`src/rtl/bfg_pkg.sv`:
```
// Package for the grayscale bilateral filter.
// Holds item types, register and kind codes, controller states and the
// command and status structs. No dependencies.
package bfg_pkg;

  // Fixed field and register widths.
  localparam int CFG_W        = 13;
  localparam int WIDTH_W      = 11;
  localparam int HEIGHT_W     = 13;
  localparam int RADIUS_W     = 3;
  localparam int ROW_W        = 12;
  localparam int COL_W        = 10;
  localparam int MAX_HEIGHT   = 4096;
  localparam int RANGE_LEVELS = 256;
  localparam int CNT_W        = 4;
  localparam int FLUSH_CYCLES = 4;

  // Item kinds carried on the input channel.
  typedef enum logic [1:0] {
    KIND_PIXEL   = 2'd0,
    KIND_SPATIAL = 2'd1,
    KIND_RANGE   = 2'd2,
    KIND_DRAIN   = 2'd3
  } kind_t;

  // Configuration register indexes.
  localparam logic [1:0] REG_WIDTH  = 2'd0;
  localparam logic [1:0] REG_HEIGHT = 2'd1;
  localparam logic [1:0] REG_RADIUS = 2'd2;

  typedef struct packed {
    kind_t       kind;
    logic [7:0]  pixel_value;
    logic [7:0]  table_index;
    logic [15:0] weight_value;
  } in_item_t;

  typedef struct packed {
    logic [7:0]       filtered_pixel;
    logic [ROW_W-1:0] out_row;
    logic [COL_W-1:0] out_col;
    logic             frame_last;
  } out_item_t;

  // Controller states.
  typedef enum logic [3:0] {
    ST_IDLE,
    ST_CHECK,
    ST_CENTRE,
    ST_BACK,
    ST_BACK_COL,
    ST_TAPS,
    ST_FLUSH,
    ST_DIVIDE,
    ST_EMIT
  } state_t;

  // Commands from controller to datapath.
  typedef struct packed {
    logic       start;
    logic       back_row;
    logic       back_col;
    logic       tap;
    logic       tap_row_end;
    logic       div_step;
    logic [2:0] div_bit;
    logic       emit;
  } ctrl_cmd_t;

  // Status from datapath to controller.
  typedef struct packed {
    logic                emit_ok;
    logic [RADIUS_W-1:0] radius;
    logic                out_block;
  } dp_status_t;

endpackage

```
`src/rtl/bfg_ctrl.sv`:
```
// Controller state machine of the bilateral filter.
// Sequences the window walk, pipeline flush, division and result handoff.
// Depends on bfg_pkg.
module bfg_ctrl import bfg_pkg::*; (
  input  logic       clk,
  input  logic       rst,
  input  logic       accept,
  input  kind_t      accept_kind,
  input  dp_status_t status,
  output ctrl_cmd_t  cmd,
  output logic       in_ready
);

  state_t           state;
  state_t           state_next;
  logic [CNT_W-1:0] cnt_x;
  logic [CNT_W-1:0] cnt_y;
  logic [2:0]       div_cnt;
  logic [CNT_W-1:0] span;
  logic             row_end;

  assign span    = {status.radius, 1'b0};
  assign row_end = (cnt_x == span);

  // Next state.
  always_comb begin
    state_next = state;
    case (state)
      ST_IDLE: begin
        if (accept && (accept_kind inside {KIND_PIXEL, KIND_DRAIN})) begin
          state_next = ST_CHECK;
        end
      end
      ST_CHECK:    state_next = status.emit_ok ? ST_CENTRE : ST_IDLE;
      ST_CENTRE:   state_next = (status.radius == '0) ? ST_BACK_COL : ST_BACK;
      ST_BACK: begin
        if (cnt_x == CNT_W'(status.radius) - CNT_W'(1)) begin
          state_next = ST_BACK_COL;
        end
      end
      ST_BACK_COL: state_next = ST_TAPS;
      ST_TAPS: begin
        if (row_end && cnt_y == span) begin
          state_next = ST_FLUSH;
        end
      end
      ST_FLUSH: begin
        if (cnt_x == CNT_W'(FLUSH_CYCLES - 1)) begin
          state_next = ST_DIVIDE;
        end
      end
      ST_DIVIDE: begin
        if (div_cnt == '0) begin
          state_next = ST_EMIT;
        end
      end
      ST_EMIT: begin
        if (!status.out_block) begin
          state_next = ST_IDLE;
        end
      end
      default:     state_next = ST_IDLE;
    endcase
  end

  // State register and loop counters.
  always_ff @(posedge clk) begin
    if (rst) begin
      state   <= ST_IDLE;
      cnt_x   <= '0;
      cnt_y   <= '0;
      div_cnt <= '0;
    end else begin
      state <= state_next;
      case (state)
        ST_CENTRE:   cnt_x <= '0;
        ST_BACK:     cnt_x <= cnt_x + CNT_W'(1);
        ST_BACK_COL: begin
          cnt_x <= '0;
          cnt_y <= '0;
        end
        ST_TAPS: begin
          if (row_end) begin
            cnt_x <= '0;
            cnt_y <= cnt_y + CNT_W'(1);
          end else begin
            cnt_x <= cnt_x + CNT_W'(1);
          end
        end
        ST_FLUSH: begin
          cnt_x   <= cnt_x + CNT_W'(1);
          div_cnt <= 3'd7;
        end
        ST_DIVIDE:   div_cnt <= div_cnt - 3'd1;
        default:     ;
      endcase
    end
  end

  // Command outputs.
  always_comb begin
    in_ready        = (state == ST_IDLE);
    cmd.start       = (state == ST_CENTRE);
    cmd.back_row    = (state == ST_BACK);
    cmd.back_col    = (state == ST_BACK_COL);
    cmd.tap         = (state == ST_TAPS);
    cmd.tap_row_end = row_end;
    cmd.div_step    = (state == ST_DIVIDE);
    cmd.div_bit     = div_cnt;
    cmd.emit        = (state == ST_EMIT) && !status.out_block;
  end

endmodule

```
`config.mk`:
```
export PLATFORM = sky130hd
export DESIGN_NAME = bfg_ctrl
export DESIGN_NICKNAME = d
export VERILOG_FILES = /design/src/rtl/bfg_pkg.sv /design/src/rtl/bfg_ctrl.sv
export SDC_FILE = /design/constraint.sdc
export NUM_CORES = 1
export LEC_CHECK = 0
export BUFFER_PORTS_ARGS = -buffer_cell sky130_fd_sc_hd__buf_2
export CAP_MARGIN = 0
export CORE_ASPECT_RATIO = 0.7
export CORE_MARGIN = 2
export CORE_UTILIZATION = 58
export DETAILED_ROUTE_END_ITERATION = 7
export GPL_TIMING_DRIVEN = 0
export PLACE_DENSITY = 0.87
export SLEW_MARGIN = 20
export SYNTH_ARGS = -nofsm -noshare
export SYNTH_HDL_FRONTEND = slang
export SYNTH_SLANG_ARGS = --single-unit
```
`constraint.sdc`:
```
create_clock -name clk -period 3.15 [get_ports clk]
set_input_delay 0.315 -clock clk [delete_from_list [all_inputs] [get_ports clk]]
set_output_delay 0.315 -clock clk [all_outputs]
set_load 0.02 [all_outputs]
```
==> reports/metrics.cfg, run 1 <==
[run_status]
outcome=finished clean

[drt]
detail_route.wl_per_cell_um=13.5
detail-route-antenna-nets=0
drt_iter0_drc=24
dr.pass1.iters=4
num_vias=1007
route.detailed.drc=0
routed_wl_um=2410
drt-vias-per-instance=5.66

[finish]
fillCellCount=153
layout_commonest_cell=buf_2
antenna_cells=0
drive_gt1_share_pct=23.7
layout_common_cells=buf_2 (20), nor2_1 (17), dfxtp_1 (15)
syn_to_final_growth_pct=13.8
final_nets=173

[power_and_ir_drop]
ir_drop_v=0.000208
power.density_nw_per_um2=319
leakage_nw=0.584
p_total_uw=395

[worst_setup_path]
worstRegToRegCells=7
worst_setup_path_start_kind=register
r2r-start=state[3]
criticalPathCategory=register to output port
arrival_ps=1890
r2r_end=state[2]
cp_max_fo=7
crit_required_ps=2830
critPathCapture=cmd[5]
crit_path_end_kind=output port
timing.reg2reg.setup_slack_ps=1110
startpoint=cnt_x[2]

[timing]
slew_violations=0
setup_viol=0
clock.fmax_mhz=453
fin_skew_ps=6.62
max-slew-margin-rel_pct=67.4
rsz0062_at_grt=no
period_needed_ps=2210
fin_crit_sh_pct=70.0
totalNegativeSetupSlack_ps=0
tightest_slew_ps=488
hold_violations=0

[clock_tree]
clk_path_buf_depth=2
ctsHoldBuffers=0
cts_htree_levels=1
cts_buffers=3
postCtsSetupBuffers=0
cts-resized-gates=0
insertion_delay_ps=300
path_clk_slew_ps=100
root_buffer=clkbuf_4
cts.sinks=15
cts_tree=done

[floorplanning]
start_util_pct=60.4
placementRows=13
ios=21
die_area_um2=2250
die_h_um=40.3
die_w_um=55.8
core_um2=1810

[synthesis]
ys_seq_area_share_pct=27.6
ys_types=43
ys_warn_count=0
syn_inst=133
avgSynthCellArea_um2=8.19
synth-main-ff-cell=dfxtp_1
synth-edff-count=0
synth-seq-cells=15
syn-cell-area_um2=1090
synth-async-reset-ratio_pct=0
syn_nets=149

[global_route]
grt_pass1_wl_um=3750
antenna_found_initial=0
grt_pass1_vias=870
grt_remaining_overflow=0
grtUsageTotal_pct=22.5
grt_max_degree=11

[placement]
io_buffers=19
gp_congestion=0.814
hpwl_um=1820

[flow_run]
cap_violations=0

[hold_path]
min_path_type=input pin to register

==> worst min path at each step <==
stage,from,end,cells after the start
detailed placement,div_cnt[0],div_cnt[0],1
global route,rst,state[0],3
finish,status[0],state[3],4
CTS,status[0],state[3],4
floorplan,cnt_y[3],cnt_y[3],1
global placement,div_cnt[0],div_cnt[0],1
==> report_power, final <==
part,switching [mW],internal (mW)
logic,0.0458,0.0346
registers,0.00248,0.193
clock network,0.0724,0.0474
total,0.121,0.275
==> per-layer routing <==
layer / track usage [%] / vias up / share of wire (%)
li1: - / 506 / -
met1: 27.4 / 460 / 46
met2: 38.1 / 36 / 45
met3: 7.10 / 5 / 7.9
met4: 10.7 / 0 / 1.0
met5: 0 / - / 0
==> worst max-delay path, cell delays in order, from the launching register on <==
cell	delay, ps
dfxtp_1	330
clkbuf_1	270
xor2_1	110
or4_4	430
buf_6	150
inv_1	70
buf_4	100
buf_2	140
==> metrics by stage <==
step                hold slack [ps]  utilization [%]  worst slack [ps]  area, µm²  instances
floorplan                       468                -              1000       1090        133
finish                          396             68.7               944       1240        178
global route                    436             68.7               858       1240        178
CTS                             399             68.7               938       1240        178
detailed placement              487             67.2              1030       1210        174
global placement                472             67.2              1070       1210        174
==> flip-flops by register name, summed over array words and instances, names as in the netlist <==
signal   cells
cnt_y        4
div_cnt      3
cnt_x        4
state        4
==> synth_stat cells (all sizes together), types with 2 or more instances <==
cell type	instances	area, µm²
a311oi	4	35.0
or4	2	18.8
o21a	2	15.0
xor2	12	105
o21ai	4	31.3
nor2b	3	18.8
nor3	6	30.0
nand2	6	22.5
nor4	2	18.8
ha	6	75.1
buf	5	42.5
inv	10	37.5
xnor2	2	17.5
nor3b	3	22.5
a21boi	2	15.0
nand3	5	30.0
and2	2	12.5
a21oi	3	15.0
clkbuf	6	22.5
nor2	17	63.8
dfxtp	15	300
==> area by class of cell <==
cell class	count	area, µm²	share of cell area, %
Sequential cell	15	300	24.2
Buffer	11	65.1	5.25
Multi-Input combinational cell	97	687	55.4
Tap cell	22	27.5	2.22
Clock buffer	3	22.5	1.82
Timing Repair Buffer	19	95.1	7.67
Clock inverter	1	5.00	0.404
Inverter	10	37.5	3.03
==> logic make-up (layout without fill, tap and decap cells) <==
logic type | Yosys count | after routing | synth area share, %
and+or+nand+nor | 52 | 52 | 26.3
AOI/OAI and AO/OA | 23 | 23 | 16.3
buffers and inverters | 21 | 44 | 9.41
DFF | 15 | 15 | 27.6
xor gates and xnor gates | 14 | 14 | 11.3
adders and majority gates | 6 | 6 | 6.89
muxes | 2 | 2 | 2.30
Note: power is estimated with default switching activity, not from simulation.
==> inputs of run 2 (changes only) <==
--- a/config.mk
+++ b/config.mk
@@ -9,10 +9,10 @@
 export CAP_MARGIN = 0
 export CORE_ASPECT_RATIO = 0.7
 export CORE_MARGIN = 2
-export CORE_UTILIZATION = 58
+export CORE_UTILIZATION = 54
 export DETAILED_ROUTE_END_ITERATION = 7
 export GPL_TIMING_DRIVEN = 0
-export PLACE_DENSITY = 0.87
+export PLACE_DENSITY = 0.82
 export SLEW_MARGIN = 20
 export SYNTH_ARGS = -nofsm -noshare
 export SYNTH_HDL_FRONTEND = slang
==> constraint.sdc (replaced) <==
create_clock -name clk -period 2.1 [get_ports clk]
set_input_delay 0.21 -clock clk [delete_from_list [all_inputs] [get_ports clk]]
set_output_delay 0.21 -clock clk [all_outputs]
set_load 0.02 [all_outputs]
==> reports/metrics.cfg, run 2 (same netlist as run 1, synthesis figures left out) <==
[timing]
rsz0062_at_grt=no
clock.fmax_mhz=493
fin_skew_ps=4.13
hold_violations=0
tightest_slew_ps=471
period_needed_ps=2030
setup_viol=0
fin_crit_sh_pct=96.7
layout_setup_ws_ps=70.0
totalNegativeSetupSlack_ps=0
slew_violations=0
max-slew-margin-rel_pct=68.6

[flow_run]
cap_violations=0

[placement]
io_buffers=19
gp_congestion=0.855
hpwl_um=1900
place_inst=174
dp_slack_ps=11.6

[floorplanning]
placementRows=13
die_h_um=41.6
core_um2=1890
die_w_um=57.7
ios=21
start_util_pct=57.8
die_area_um2=2400

[clock_tree]
insertion_delay_ps=280
cts_tree=done
postCtsSetupBuffers=0
ctsHoldBuffers=0
cts-resized-gates=0
cts.sinks=15
root_buffer=clkbuf_4
clk_path_buf_depth=2
cts_htree_levels=1
cts_buffers=3
path_clk_slew_ps=90

[drt]
detail-route-antenna-nets=0
drt_iter0_drc=22
detail_route.wl_per_cell_um=13.6
drt-vias-per-instance=5.69
num_vias=1002
route.detailed.drc=0
routed_wl_um=2400
dr.pass1.iters=4

[global_route]
grt_pass1_wl_um=4100
grt_max_degree=11
antenna_found_initial=0
grt_pass1_vias=953
grtUsageTotal_pct=21.6
grt_remaining_overflow=0

[finish]
syn_to_final_growth_pct=13.7
layout_commonest_cell=buf_2
fillCellCount=172
layout_common_cells=buf_2 (20), nor2_1 (17), dfxtp_1 (14)
reg_top3=cnt_x: 4 flops, cnt_y: 4 flops, state: 4 flops
drive_gt1_share_pct=24.7
fin_util_pct=65.6
final_cells=176
antenna_cells=0
final_nets=171

[worst_setup_path]
crit_path_end_kind=output port
startpoint=cnt_x[3]
crit_required_ps=1890
criticalPathCategory=register to output port
worstRegToRegCells=6
r2r_end=state[1]
worst_setup_path_start_kind=register
arrival_ps=1820
critPathCapture=cmd[5]
timing.reg2reg.setup_slack_ps=140
r2r-start=cnt_x[3]
cp_max_fo=7

[run_status]
outcome=finished clean

[power_and_ir_drop]
power.density_nw_per_um2=468
ir_drop_v=0.000421
leakage_nw=0.581

[hold_path]
hold_path_startpoint=status[0]
min_path_type=input pin to register

[run 2: cell type report]
| class | count | area [µm²] | share of cell area [%] |
|---|---|---|---|
| buffer | 9 | 57.6 | 4.65 |
| clock buffer | 4 | 26.3 | 2.12 |
| inverter | 10 | 37.5 | 3.03 |
| multi-input combinational | 97 | 693 | 56.0 |
| sequential | 15 | 302 | 24.3 |
| tap | 22 | 27.5 | 2.22 |
| timing repair buffer | 19 | 95.1 | 7.68 |
[run 2: per-stage QoR]
step | hold slack (ps) | instance area [µm²] | power [mW]
final | 330 | 1240 | 0.580
after global routing | 344 | 1240 | 0.609
after CTS | 328 | 1240 | 0.586
after detailed placement | 490 | 1220 | 0.421
after global placement | 474 | 1220 | 0.415
after floorplan | 460 | 1100 | 0.388
[run 2: critical path, stage by stage, from the launching register on]
cell	delay [ps]
dfxtp_1	380
xor2_1	180
or4_4	520
buf_6	150
inv_1	70
buf_4	100
buf_2	150
[run 2: worst min-delay path by stage]
| stage | endpoint | slack (ps) | depth (start not counted) |
|---|---|---|---|
| global placement | div_cnt[0] | 470 | 1 |
| CTS | state[3] | 330 | 4 |
| floorplan | state[1] | 460 | 2 |
| detailed placement | div_cnt[0] | 490 | 1 |
| global route | state[1] | 340 | 3 |
| finish | state[3] | 330 | 4 |
[run 2: layer usage]
layer	vias to the layer above	track usage (%)	share of wire (%)
met2	22	38.2	50
li1	502	-	-
met3	6	5.30	4.2
met1	472	26.8	44
met4	0	3.72	1.0
met5	-	0	0
[run 2: report_power, final]
part           total, mW  internal, mW  leakage, nW  switching (mW)
Combinational      0.115        0.0520        0.444          0.0632
Sequential         0.298         0.289        0.122         0.00918
Clock              0.166        0.0738       0.0150          0.0926
Total              0.580         0.415        0.581           0.165
==> inputs of run 3 (changes only) <==
--- a/config.mk
+++ b/config.mk
@@ -11,7 +11,7 @@
 export CORE_MARGIN = 2
 export CORE_UTILIZATION = 54
 export DETAILED_ROUTE_END_ITERATION = 7
-export GPL_TIMING_DRIVEN = 0
+export MAX_ROUTING_LAYER = met4
 export PLACE_DENSITY = 0.82
 export SLEW_MARGIN = 20
 export SYNTH_ARGS = -nofsm -noshare
==> reports/metrics.cfg, run 3 (same netlist as run 1, synthesis figures left out) <==
[timing]
fin_skew_ps=7.81
hold_slack_ps=245
setup_viol=0
period_needed_ps=1920
max-slew-margin-rel_pct=67.8
slew_violations=0
clock.fmax_mhz=520
totalNegativeSetupSlack_ps=0
rsz0062_at_grt=no
hold_violations=0
tightest_slew_ps=480
fin_crit_sh_pct=91.6

[global_route]
grt_pass1_vias=856
grtUsageMet1_pct=24.2
gr-usage-met2_pct=33.4
grt.met3_usage_pct=5.61
grt_max_degree=19
grt_remaining_overflow=0
top_usage_layer=met2
grt_pass1_wl_um=3660
antenna_found_initial=0
grtUsageTotal_pct=20.0

[clock_tree]
cts_tree=done
path_clk_slew_ps=100
cts_htree_levels=1
ctsHoldBuffers=0
cts.sinks=15
insertion_delay_ps=290
clk_path_buf_depth=2
root_buffer=clkbuf_4
cts_buffers=3

[floorplanning]
core_um2=1890
ios=21
die_area_um2=2400
start_util_pct=57.8
placementRows=13
die_w_um=57.7
die_h_um=41.6

[worst_setup_path]
timing.reg2reg.setup_slack_ps=180
crit_path_end_kind=register
worstRegToRegCells=5
r2r_end=state[1]
crit_required_ps=2300
max_stage_delay_ps=520
worstSetupPathDepth=5
crit_slowest_cell=dfxtp_1
cp_num_buf_inv=0
arrival_ps=2120
critPathCapture=state[1]
worst_setup_path_start_kind=register
crit_chain=and3b_1, nor3b_1, nor4_2, nand3_2, mux2_4
r2r-start=state[3]
cp_top_family=simple AND/OR/NAND/NOR gates
criticalPathCategory=register to register
cp_max_fo=9
startpoint=state[3]

[drt]
dr.pass1.iters=4
route.detailed.drc=0
detail-route-antenna-nets=0
num_vias=968
detail_route.wl_per_cell_um=13.3
routed_wl_um=2280
drt_iter0_drc=29
drt-vias-per-instance=5.66

[placement]
io_buffers=20
place_inst=167
hpwl_um=1770
gp_congestion=0.858

[finish]
drive_gt1_share_pct=25.5
fin_util_pct=64.1
syn_to_final_growth_pct=11.0
final_cells=171
layout_commonest_cell=buf_2
layout_common_cells=buf_2 (20), nor2_1 (17), dfxtp_1 (14)
reg_top3=cnt_x: 4 flops, cnt_y: 4 flops, state: 4 flops
final_nets=166
antenna_cells=0

[run_status]
outcome=finished clean

[power_and_ir_drop]
leakage_nw=0.571
ir_drop_v=0.000364
power.density_nw_per_um2=481
p_total_uw=582

[hold_path]
hold_path_startpoint=rst
min_path_type=input pin to register

[flow_run]
cap_violations=0

==> run 3: cell types whose count changed in the layout (fill, tap and decap cells not counted), sizes merged <==
cell / delta
buf: -1
clkbuf: -5
clkinv: +1
==> run 3: power breakdown <==
part           switching [mW]  internal [mW]  leakage (nW)
Combinational          0.0563         0.0487         0.432
Sequential             0.0143          0.289         0.121
Clock                   0.102         0.0709        0.0177
Total                   0.173          0.409         0.571
==> run 3: final cells by class <==
cell class,count,area [µm²]
flip-flops and latches,15,302
inverters,10,37.5
well taps,22,27.5
repair buffers,23,123
clock buffers,3,22.5
multi-input cells,97,693
clock inverters,1,5.00
fillers,165,677
==> run 3: stage by stage <==
stage,area (µm²),setup slack (ps)
2_1_floorplan,1100,0.929
3_3_place_gp,1180,139
3_5_place_dp,1180,97.4
4_1_cts,1210,90.8
5_1_grt,1210,62.2
6_report,1210,177
==> run 3: per-layer routing <==
layer | routed length [µm] | part of all wire [%]
met1 | 1010 | 44
met2 | 1110 | 49
met3 | 150 | 6.6
met4 | 8 | 0.35
met5 | 0 | 0
==> run 3: worst reg2reg max path, delay by kind of cell (launching register included) <==
kind	cells	cell delay, ps
AND/OR/NAND/NOR	4	980
multiplexers	1	310
flip-flops	1	520
==> run 3: timing repair <==
| item | 4_1_cts | 5_1_grt |
|---|---|---|
| resized for setup | 0 | 1 |
| buffers inserted | 0 | 0 |
| setup endpoints to repair | 0 | 2 |
==> run 3: how the worst min path moves through the flow <==
stage	cells past startpoint	to	slack, ps
final	2	cnt_y[0]	240
after global routing	2	cnt_y[0]	240
after CTS	2	cnt_y[0]	240
after detailed placement	1	div_cnt[0]	510
after global placement	1	div_cnt[0]	470
after floorplan	2	state[1]	460
